===== src/hdl/glcd_pkg.sv =====
// ----------------------------------------------------------------------------
// glcd_pkg
// Shared types, command codes and the control store of the pixel plot engine.
// ----------------------------------------------------------------------------
package glcd_pkg;

	// default screen geometry
	localparam int COLUMN_WORDS_DEF = 8;
	localparam int PIXEL_ROWS_DEF   = 64;

	// controller command bytes
	localparam logic [7:0] CMD_EXTENDED = 8'h36;
	localparam logic [7:0] CMD_BASIC    = 8'h30;
	localparam logic [7:0] CMD_ADDRESS  = 8'h80;
	localparam logic [7:0] SYNC_BYTE    = 8'hF8;
	localparam logic [7:0] NIBBLE_MASK  = 8'hF0;
	localparam logic [15:0] PIXEL_MSB   = 16'h8000;

	// step addresses of the control program
	localparam int STEP_W = 4;
	typedef logic [STEP_W-1:0] step_t;

	localparam step_t ST_FETCH  = 4'd0;
	localparam step_t ST_READ   = 4'd1;
	localparam step_t ST_MODIFY = 4'd2;
	localparam step_t ST_EXT    = 4'd3;
	localparam step_t ST_ROW    = 4'd4;
	localparam step_t ST_COL    = 4'd5;
	localparam step_t ST_BASIC  = 4'd6;
	localparam step_t ST_DHI    = 4'd7;
	localparam step_t ST_DLO    = 4'd8;

	// condition a step waits on before it advances
	typedef enum logic [1:0] {
		WAIT_NONE,
		WAIT_PLOT,
		WAIT_FRAME
	} wait_t;

	// byte source for an emitted frame
	typedef enum logic [2:0] {
		SEL_EXT,
		SEL_ROW,
		SEL_COL,
		SEL_BASIC,
		SEL_HI,
		SEL_LO
	} sel_t;

	// one control word
	typedef struct packed {
		logic  accept;
		logic  rd;
		logic  wr;
		logic  emit;
		sel_t  sel;
		logic  rs;
		logic  last;
		wait_t wait_on;
		step_t next;
	} ctrl_t;

	// datapath status seen by the sequencer
	typedef struct packed {
		logic take;
		logic in_range;
		logic frame_free;
	} stat_t;

	// control store
	function automatic ctrl_t ucode(step_t s);
		ctrl_t w;
		case (s)
			ST_FETCH:  w = '{1'b1, 1'b0, 1'b0, 1'b0, SEL_EXT,   1'b0, 1'b0, WAIT_PLOT,  ST_READ};
			ST_READ:   w = '{1'b0, 1'b1, 1'b0, 1'b0, SEL_EXT,   1'b0, 1'b0, WAIT_NONE,  ST_MODIFY};
			ST_MODIFY: w = '{1'b0, 1'b0, 1'b1, 1'b0, SEL_EXT,   1'b0, 1'b0, WAIT_NONE,  ST_EXT};
			ST_EXT:    w = '{1'b0, 1'b0, 1'b0, 1'b1, SEL_EXT,   1'b0, 1'b0, WAIT_FRAME, ST_ROW};
			ST_ROW:    w = '{1'b0, 1'b0, 1'b0, 1'b1, SEL_ROW,   1'b0, 1'b0, WAIT_FRAME, ST_COL};
			ST_COL:    w = '{1'b0, 1'b0, 1'b0, 1'b1, SEL_COL,   1'b0, 1'b0, WAIT_FRAME, ST_BASIC};
			ST_BASIC:  w = '{1'b0, 1'b0, 1'b0, 1'b1, SEL_BASIC, 1'b0, 1'b0, WAIT_FRAME, ST_DHI};
			ST_DHI:    w = '{1'b0, 1'b0, 1'b0, 1'b1, SEL_HI,    1'b1, 1'b0, WAIT_FRAME, ST_DLO};
			ST_DLO:    w = '{1'b0, 1'b0, 1'b0, 1'b1, SEL_LO,    1'b1, 1'b1, WAIT_FRAME, ST_FETCH};
			default:   w = '{1'b0, 1'b0, 1'b0, 1'b0, SEL_EXT,   1'b0, 1'b0, WAIT_NONE,  ST_FETCH};
		endcase
		return w;
	endfunction

	// serial frame: sync with rs, high nibble, low nibble
	function automatic logic [23:0] frame_bits(logic rs, logic [7:0] b);
		logic [7:0] sync;
		sync = SYNC_BYTE | {6'b0, rs, 1'b0};
		return {sync, b & NIBBLE_MASK, {b[3:0], 4'h0}};
	endfunction

endpackage


===== src/hdl/glcd_useq.sv =====
// ----------------------------------------------------------------------------
// glcd_useq
// Step counter and control store; issues one control word per cycle.
// ----------------------------------------------------------------------------
module glcd_useq (
	input  logic            clk,
	input  logic            arst_n,
	input  glcd_pkg::stat_t stat,
	output glcd_pkg::ctrl_t ctrl
);

	glcd_pkg::step_t step_q;
	glcd_pkg::step_t step_d;

	// control word for the current step
	always_comb begin
		ctrl = glcd_pkg::ucode(step_q);
	end

	// advance, or hold while the step's condition is not met
	always_comb begin
		case (ctrl.wait_on)
			glcd_pkg::WAIT_NONE:  step_d = ctrl.next;
			glcd_pkg::WAIT_PLOT:  step_d = (stat.take && stat.in_range) ? ctrl.next : step_q;
			glcd_pkg::WAIT_FRAME: step_d = stat.frame_free ? ctrl.next : step_q;
			default:              step_d = glcd_pkg::ST_FETCH;
		endcase
	end

	always_ff @(posedge clk or negedge arst_n) begin
		if (!arst_n) begin
			step_q <= glcd_pkg::ST_FETCH;
		end else begin
			step_q <= step_d;
		end
	end

endmodule


===== config.mk =====
export PLATFORM = sky130hd
export DESIGN_NAME = glcd_useq
export DESIGN_NICKNAME = d
export VERILOG_FILES = /design/src/hdl/glcd_pkg.sv /design/src/hdl/glcd_useq.sv
export SDC_FILE = /design/constraint.sdc
export NUM_CORES = 1
export LEC_CHECK = 0
export ABC_AREA = 0
export BUFFER_PORTS_ARGS = -buffer_cell sky130_fd_sc_hd__buf_2
export CAP_MARGIN = 20
export CORE_AREA = 5 5 42 44
export CTS_CLUSTER_SIZE = 28
export DETAILED_ROUTE_END_ITERATION = 12
export DIE_AREA = 0 0 47 49
export GPL_TIMING_DRIVEN = 0
export REMOVE_ABC_BUFFERS = 1
export SLEW_MARGIN = 0
export SYNTH_ARGS = -nofsm -noshare
export SYNTH_HDL_FRONTEND = slang
export SYNTH_SLANG_ARGS = --single-unit

===== constraint.sdc =====
create_clock -name clk -period 1.4 [get_ports clk]
set_clock_uncertainty 0.15 [all_clocks]
set_input_delay 0.28 -clock clk [delete_from_list [all_inputs] [get_ports clk]]
set_output_delay 0.28 -clock clk [all_outputs]
set_load 0.01 [all_outputs]

Word-level counts from Yosys, hierarchy flattened
Memories as Yosys holds them, arrays and structs flattened.
Cells that the tools add are included.
{ "op_classes": {"n_reduce_logical": 3, "mux": 3, "n_eq_ne": 4} }
{ "op_table": {"columns": ["operator", "n"], "rows": [
  ["4-bit one-hot mux with 3 select lines", 1],
  ["4-bit two-way mux", 2],
  ["2-bit inequality test, second input constant", 2],
  ["2-bit by 1-bit == test with 1-bit output, second input constant", 1],
  ["2-bit == test, second input constant", 1],
  ["2-bit zero test", 1],
  ["2-bit AND reduction", 1],
  ["1-bit logical AND", 1]
]} }
{ "totals": {"reg_bits": 4, "n_memories": 1, "romBits": 240, "output_inout_bits": 15, "wordCells": 12} }
{ "memory_table": {"columns": ["memory", "depth", "word_bits", "rd", "rd_clocked_by_memory_dff", "write_ports", "line", "source"], "rows": [
  ["(no name shown)", 16, 15, 1, 0, 0, "glcd_pkg.sv:73", "case (s)"]
]} }

Logic depth before layout (Yosys ltp)
Gate-level depths: netlist (run 1).
An unclocked memory read counts as a cell.
{ "depth": {"word_depth": 4, "ltp_mapped": 6, "ltp_nobuf": 6} }

Least setup slack after synthesis (run 1)
No wires, ideal clock.
{ "synth_path": {"path_kind": "flip-flop to output port", "startpoint": "reg step_q[0]", "endpoint": "out ctrl[9] in the netlist's numbering", "arrival_time_ps": 1202, "path_buffers": 0, "stages_incl_launch_ff": 5, "path_slack_ps": -232, "cell_sequence": "dfrtp_1 inv_1 ha_1 nor2b_1 and2_2"} }
{ "synth_lines": {"columns": ["element", "line", "source"], "rows": [
  ["start: declaration", "glcd_useq.sv:12", "glcd_pkg::step_t step_q;"],
  ["start signal: assignment", "glcd_useq.sv:32", "step_q <= glcd_pkg::ST_FETCH;"],
  ["start signal: assignment", "glcd_useq.sv:34", "step_q <= step_d;"],
  ["end: declaration", "glcd_useq.sv:9", "output glcd_pkg::ctrl_t ctrl"]
]} }

==> impl_metrics.env, run 1 <==
export IMPL_status="finished with violations"
export IMPL_violations="negative setup slack"
export IMPL_yosysTopAreaCell="dfrtp_1"
export IMPL_die_x_um=47
export IMPL_synthTopCellsByArea="dfrtp_1, ha_1, nand2_1"
export IMPL_crit_arrival_ps=1350
export IMPL_worst_path_buf_inv=2
export IMPL_synth_seq_cells=4
export IMPL_p_per_area_nw_per_um2=2450
export IMPL_clkLatencyLatePin_ps=230
export IMPL_placed_cells_incl_taps=79
export IMPL_cap_viol_max_count=0
export IMPL_yosys_cell_count_top_type="nand2_1"
export IMPL_grt_pass1_wl_um=2010
export IMPL_ant_nets=0
export IMPL_wirelength_um=1310
export IMPL_synth_top_family_by_area="simple AND/OR/NAND/NOR gates"
export IMPL_io_pins=20
export IMPL_synthSimpleGateAreaFrac_pct=34.1
export IMPL_setup_slack_ps=-382
export IMPL_relSlewSlack_pct=79.5
export IMPL_ff2ff_path_depth=7
export IMPL_cts_buffer_depth=2
export IMPL_synth_compound_area_share_pct=14.8
export IMPL_largest_register="step_q"
export IMPL_via_count=481
export IMPL_fmax_ghz=0.561
export IMPL_ys_types=23
export IMPL_endpoint_kind="primary output"
export IMPL_regArea_sq_um=105
export IMPL_drv_slew=0
export IMPL_finalSetupViolCount=19
export IMPL_cpPeakStageDelay_ps=420
export IMPL_drcViolationCount=0
export IMPL_leakage_nw=0.458
export IMPL_worst_ir_drop_vdd_v=0.00166
export IMPL_grt_max_degree=13
export IMPL_grt_pass1_vias=500
export IMPL_synthXorXnorAreaFrac_pct=0
export IMPL_critical_path_cell_count=5
export IMPL_finalPower_w=0.00215
export IMPL_cp_max_fo=4
export IMPL_drtPass1Iterations=3
export IMPL_initial_utilization_pct=32.5
export IMPL_avgViaCountPerCell=4.76
export IMPL_syn2layout_area_growth_pct=92.0
export IMPL_overflow=0
export IMPL_diodes=0
export IMPL_antenna_found_initial=0
export IMPL_hold_path_class="primary input to flop"
export IMPL_crit_slowest_cell="dfrtp_2"
export IMPL_track_usage_pct=11.9
export IMPL_die_y_um=49
export IMPL_worstPathCellList="inv_2 -> ha_4 -> nor2b_4 -> and2_4 -> buf_6"
export IMPL_cts_buffers_inserted=3
export IMPL_async_flop_share_pct=100
export IMPL_drt_wirelength_per_cell_um=13.0
export IMPL_finalNonFillerCells=101
export IMPL_port_buffer_count=19
export IMPL_syn_area_sq_um=455
export IMPL_yosysTopAreaCellShare_pct=22.0
export IMPL_largest_reg_flops=4
export IMPL_synth_fa_ha_area_share_pct=13.7
export IMPL_reg_top3="step_q: 4 flops"
export IMPL_critPathTopFamily="flip-flops"
export IMPL_dp_hpwl_um=732
export IMPL_drive_above_1_share_pct=80.0
export IMPL_fin_nets=97
export IMPL_cts_sinks=4
export IMPL_row_count=14
export IMPL_min_period_ps=1780
export IMPL_synthMuxAreaShare_pct=2.20
export IMPL_worst_pin_slew_ps=307
export IMPL_ys_flop_type="dfrtp_1"
export IMPL_clk_pin_slew_worst_paths_ps=40
export IMPL_drtIter0Drc=1
export IMPL_seq_area_frac_synth_pct=22.0
export IMPL_core_area_sq_um=1400
export IMPL_required_ps=970
export IMPL_htreeDepth=1
export IMPL_fin_crit_sh_pct=127
export IMPL_final_hold_viol_count=0
export IMPL_rsz0062_at_grt="yes"
export IMPL_holdPathStages=2
export IMPL_place_congestion=0.805
export IMPL_multiInputGateArea_sq_um=388
export IMPL_critPathLaunchType="flop"
export IMPL_finalSetupTns_ps=-5150
export IMPL_synthTopCellsByCount="nand2_1, ha_1, dfrtp_1, inv_1"
export IMPL_cts_tree="done"
export IMPL_syn_inst=49
export IMPL_synth_edff_count=0
export IMPL_syn_avg_cell_area_sq_um=9.29
export IMPL_cts_root_buf="clkbuf_4"
export IMPL_crit_type="flop to primary output"
export IMPL_nFillCells=101
export IMPL_yosysWarnings=0
export IMPL_dieArea_sq_um=2300
report_power, final:
part	leakage [nW]	total [W]	internal [W]	switching, W
combinational	0.399	0.00172	0.00102	0.000698
clock	0.0138	0.000138	0.0000955	0.0000421
sequential	0.0458	0.000291	0.000173	0.000118
total	0.458	0.00215	0.00129	0.000858
cell families (layout without fill, tap and decap cells):
kind of cell	Yosys count	after routing
buf+inv	9	45
flops	4	4
compound gates	9	9
mux	1	1
fa+ha+maj	5	5
simple gates	21	21
what timing repair did:
action / CTS / global route
pin swaps: 3 / 15
gates resized for setup: 20 / 24
setup endpoints to repair: 18 / 19
hold endpoints to repair: 4 / 0
buffers inserted: 14 / 5
hold buffers: 1 / 0
metal layers:
metal,track usage [%],part of all wire [%]
met1,12.8,40
met3,2.58,4.1
met2,18.8,52
met5,0,0
met4,9.22,3.2
cell type report:
| type | instances | share of cell area [%] |
|---|---|---|
| multi-input cells | 36 | 44.3 |
| repair buffers | 38 | 37.1 |
| inverters | 4 | 1.72 |
| well taps | 16 | 2.29 |
| flip-flops and latches | 4 | 12.0 |
| clock buffers | 3 | 2.58 |
path summary, 6_finish.rpt:
| check | end | slack [ps] | start |
|---|---|---|---|
| max | ctrl[9] | -380 | step_q[0] |
| min | step_q[3] | 160 | stat[0] |
| max reg2reg | step_q[1] | -230 | step_q[1] |
| min reg2reg | step_q[0] | 530 | step_q[3] |
| max in group asynchronous | step_q[0] | 730 | arst_n |
| min in group asynchronous | step_q[2] | 240 | arst_n |
per-stage QoR:
| stage | area, sq um | worst slack, ps | hold WS [ps] | util (%) |
|---|---|---|---|---|
| after floorplan | 410 | -266 | -166 | - |
| after global placement | 526 | -304 | -65.1 | 37.5 |
| after detailed placement | 526 | -316 | -63.3 | 37.5 |
| after CTS | 739 | -360 | 126 | 52.8 |
| after global routing | 875 | -431 | 171 | 62.4 |
| final | 875 | -382 | 156 | 62.4 |
cells in the final DEF, fill, tap and decap left out, types with 2 or more instances in the layout:
cell type  Yosys  final
inv_2          0      3
dfrtp_2        0      4
nand2_2        0      3
nand2_1        8      4
buf_2          0     10
ha_4           0      2
buf_4          3     13
a21oi_2        1      2
clkbuf_4       0      3
and2_4         0      2
nor3b_2        0      2
buf_6          2     13
nand3_1        3      2
ha_1           5      3
(Power assumes the default switching activity.)
==> run 2, diff against run 1 <==
--- a/config.mk
+++ b/config.mk
@@ -9,10 +9,9 @@
 export BUFFER_PORTS_ARGS = -buffer_cell sky130_fd_sc_hd__buf_2
 export CAP_MARGIN = 20
 export CORE_AREA = 5 5 42 44
-export CTS_CLUSTER_SIZE = 28
 export DETAILED_ROUTE_END_ITERATION = 12
 export DIE_AREA = 0 0 47 49
-export GPL_TIMING_DRIVEN = 0
+export PLACE_DENSITY_LB_ADDON = 0.3
 export REMOVE_ABC_BUFFERS = 1
 export SLEW_MARGIN = 0
 export SYNTH_ARGS = -nofsm -noshare
==> impl_metrics.env, run 2 (synthesized netlist as in run 1, its figures left out) <==
export IMPL_clkLatencyLatePin_ps=230
export IMPL_grt_max_degree=7
export IMPL_postPlaceCellArea_sq_um=643
export IMPL_top_usage_layer="met2"
export IMPL_cts_buffers_inserted=3
export IMPL_cts_tree="done"
export IMPL_track_usage_pct=14.3
export IMPL_largest_register="step_q"
export IMPL_relSlewSlack_pct=80.5
export IMPL_cts_root_buf="clkbuf_4"
export IMPL_finalSetupTns_ps=-4930
export IMPL_place_congestion=0.805
export IMPL_port_buffer_count=19
export IMPL_grt_pass1_vias=494
export IMPL_core_area_sq_um=1400
export IMPL_drcViolationCount=0
export IMPL_hold_start="stat[0]"
export IMPL_crit_arrival_ps=1350
export IMPL_largest_reg_flops=4
export IMPL_fmax_ghz=0.562
export IMPL_cts_sinks=4
export IMPL_dp_hpwl_um=952
export IMPL_reg_top3="step_q: 4 flops"
export IMPL_hold_path_class="primary input to flop"
export IMPL_status="finished with violations"
export IMPL_avgViaCountPerCell=4.43
export IMPL_clk_pin_slew_worst_paths_ps=40
export IMPL_wirelength_um=1300
export IMPL_setup_slack_ps=-379
export IMPL_worst_ir_drop_vdd_v=0.00137
export IMPL_drv_slew=0
export IMPL_cp_startpoint="step_q[1]"
export IMPL_syn2layout_area_growth_pct=92.9
export IMPL_design_area_sq_um=878
export IMPL_ant_nets=0
export IMPL_via_count=456
export IMPL_finalSetupViolCount=18
export IMPL_initial_utilization_pct=32.5
export IMPL_row_count=14
export IMPL_cp_max_fo=3
export IMPL_fin_nets=99
export IMPL_dp_slack_ps=-230
export IMPL_fin_crit_sh_pct=127
export IMPL_die_y_um=49
export IMPL_finalNonFillerCells=103
export IMPL_crit_type="flop to primary output"
export IMPL_p_per_area_nw_per_um2=2390
export IMPL_layout_commonest_cell="buf_2"
export IMPL_gr_usage_met2_pct=24.4
export IMPL_drtPass1Iterations=1
export IMPL_leakage_nw=0.469
export IMPL_use_met1_pct=16.2
export IMPL_final_hold_viol_count=0
export IMPL_grt_pass1_wl_um=2330
export IMPL_grtUsageMet3_pct=2.21
export IMPL_cts_buffer_depth=2
export IMPL_rsz0062_at_grt="yes"
export IMPL_antenna_found_initial=0
export IMPL_worst_pin_slew_ps=293
export IMPL_required_ps=970
export IMPL_die_x_um=47
export IMPL_critPathLaunchType="flop"
export IMPL_final_cell_mix="buf_2, buf_6, buf_4"
export IMPL_io_pins=20
export IMPL_htreeDepth=1
export IMPL_placed_cells_incl_taps=93
export IMPL_endpoint_kind="primary output"
export IMPL_drt_wirelength_per_cell_um=12.6
export IMPL_diodes=0
export IMPL_drive_above_1_share_pct=71.3
export IMPL_dieArea_sq_um=2300
export IMPL_finalPower_w=0.00210
export IMPL_cap_viol_max_count=0
export IMPL_violations="negative setup slack"
export IMPL_overflow=0
export IMPL_drtIter0Drc=0
export IMPL_min_period_ps=1780
export IMPL_r2r_start="step_q[1]"
## run 2: cell count changes in the layout (fill, tap and decap cells not counted), sizes merged
cell  change
buf       +2
## run 2: area by class of cell
| class | instances | area, sq um |
|---|---|---|
| clock buffers | 3 | 22.5 |
| well taps | 16 | 20.0 |
| multi-input cells | 36 | 390 |
| inverters | 4 | 15.0 |
| repair buffers | 40 | 330 |
| flip-flops and latches | 4 | 100 |
| fillers | 125 | 523 |
## run 2: worst paths after layout
check,cells past startpoint,to,slack (ps)
worst max-delay path,5,ctrl[9],-380
worst min-delay path,2,step_q[3],160
worst max register to register,7,step_q[1],-140
worst min register to register,3,step_q[2],530
max in group asynchronous,2,step_q[2],740
min in group asynchronous,2,step_q[0],240
## run 2: report_power, final
group / switching (W) / leakage, nW / internal, W
logic: 0.000758 / 0.404 / 0.000982
registers: 0.0000514 / 0.0510 / 0.000165
clock network: 0.0000443 / 0.0138 / 0.0000957
## run 2: through the flow
stage / hold slack, ps / util, %
global placement: -61.4 / 45.9
floorplan: -166 / -
finish: 159 / 62.7
global route: 164 / 62.7
CTS: 148 / 62.7
detailed placement: -59.5 / 45.9
## run 2: worst max-delay path, cell delays in order, from the launching register on
cell	delay, ps
dfrtp_1	410
inv_2	80
ha_4	260
nor2b_4	140
and2_4	150
buf_6	90
## run 2: routing by layer
layer  routed length, um  vias to the layer above
met4                   0                        0
li1                    -                      237
met3                  25                        0
met2                 771                        5
met5                   0                        -
met1                 505                      214
## run 2: repair_timing
| item | 4_1_cts | 5_1_grt |
|---|---|---|
| endpoints found under the hold margin | 4 | 0 |
| setup endpoints to repair | 18 | 18 |
| resized for setup | 37 | 1 |
| buffers inserted | 8 | 0 |
| pin swaps | 10 | 2 |
| hold buffers | 1 | 0 |
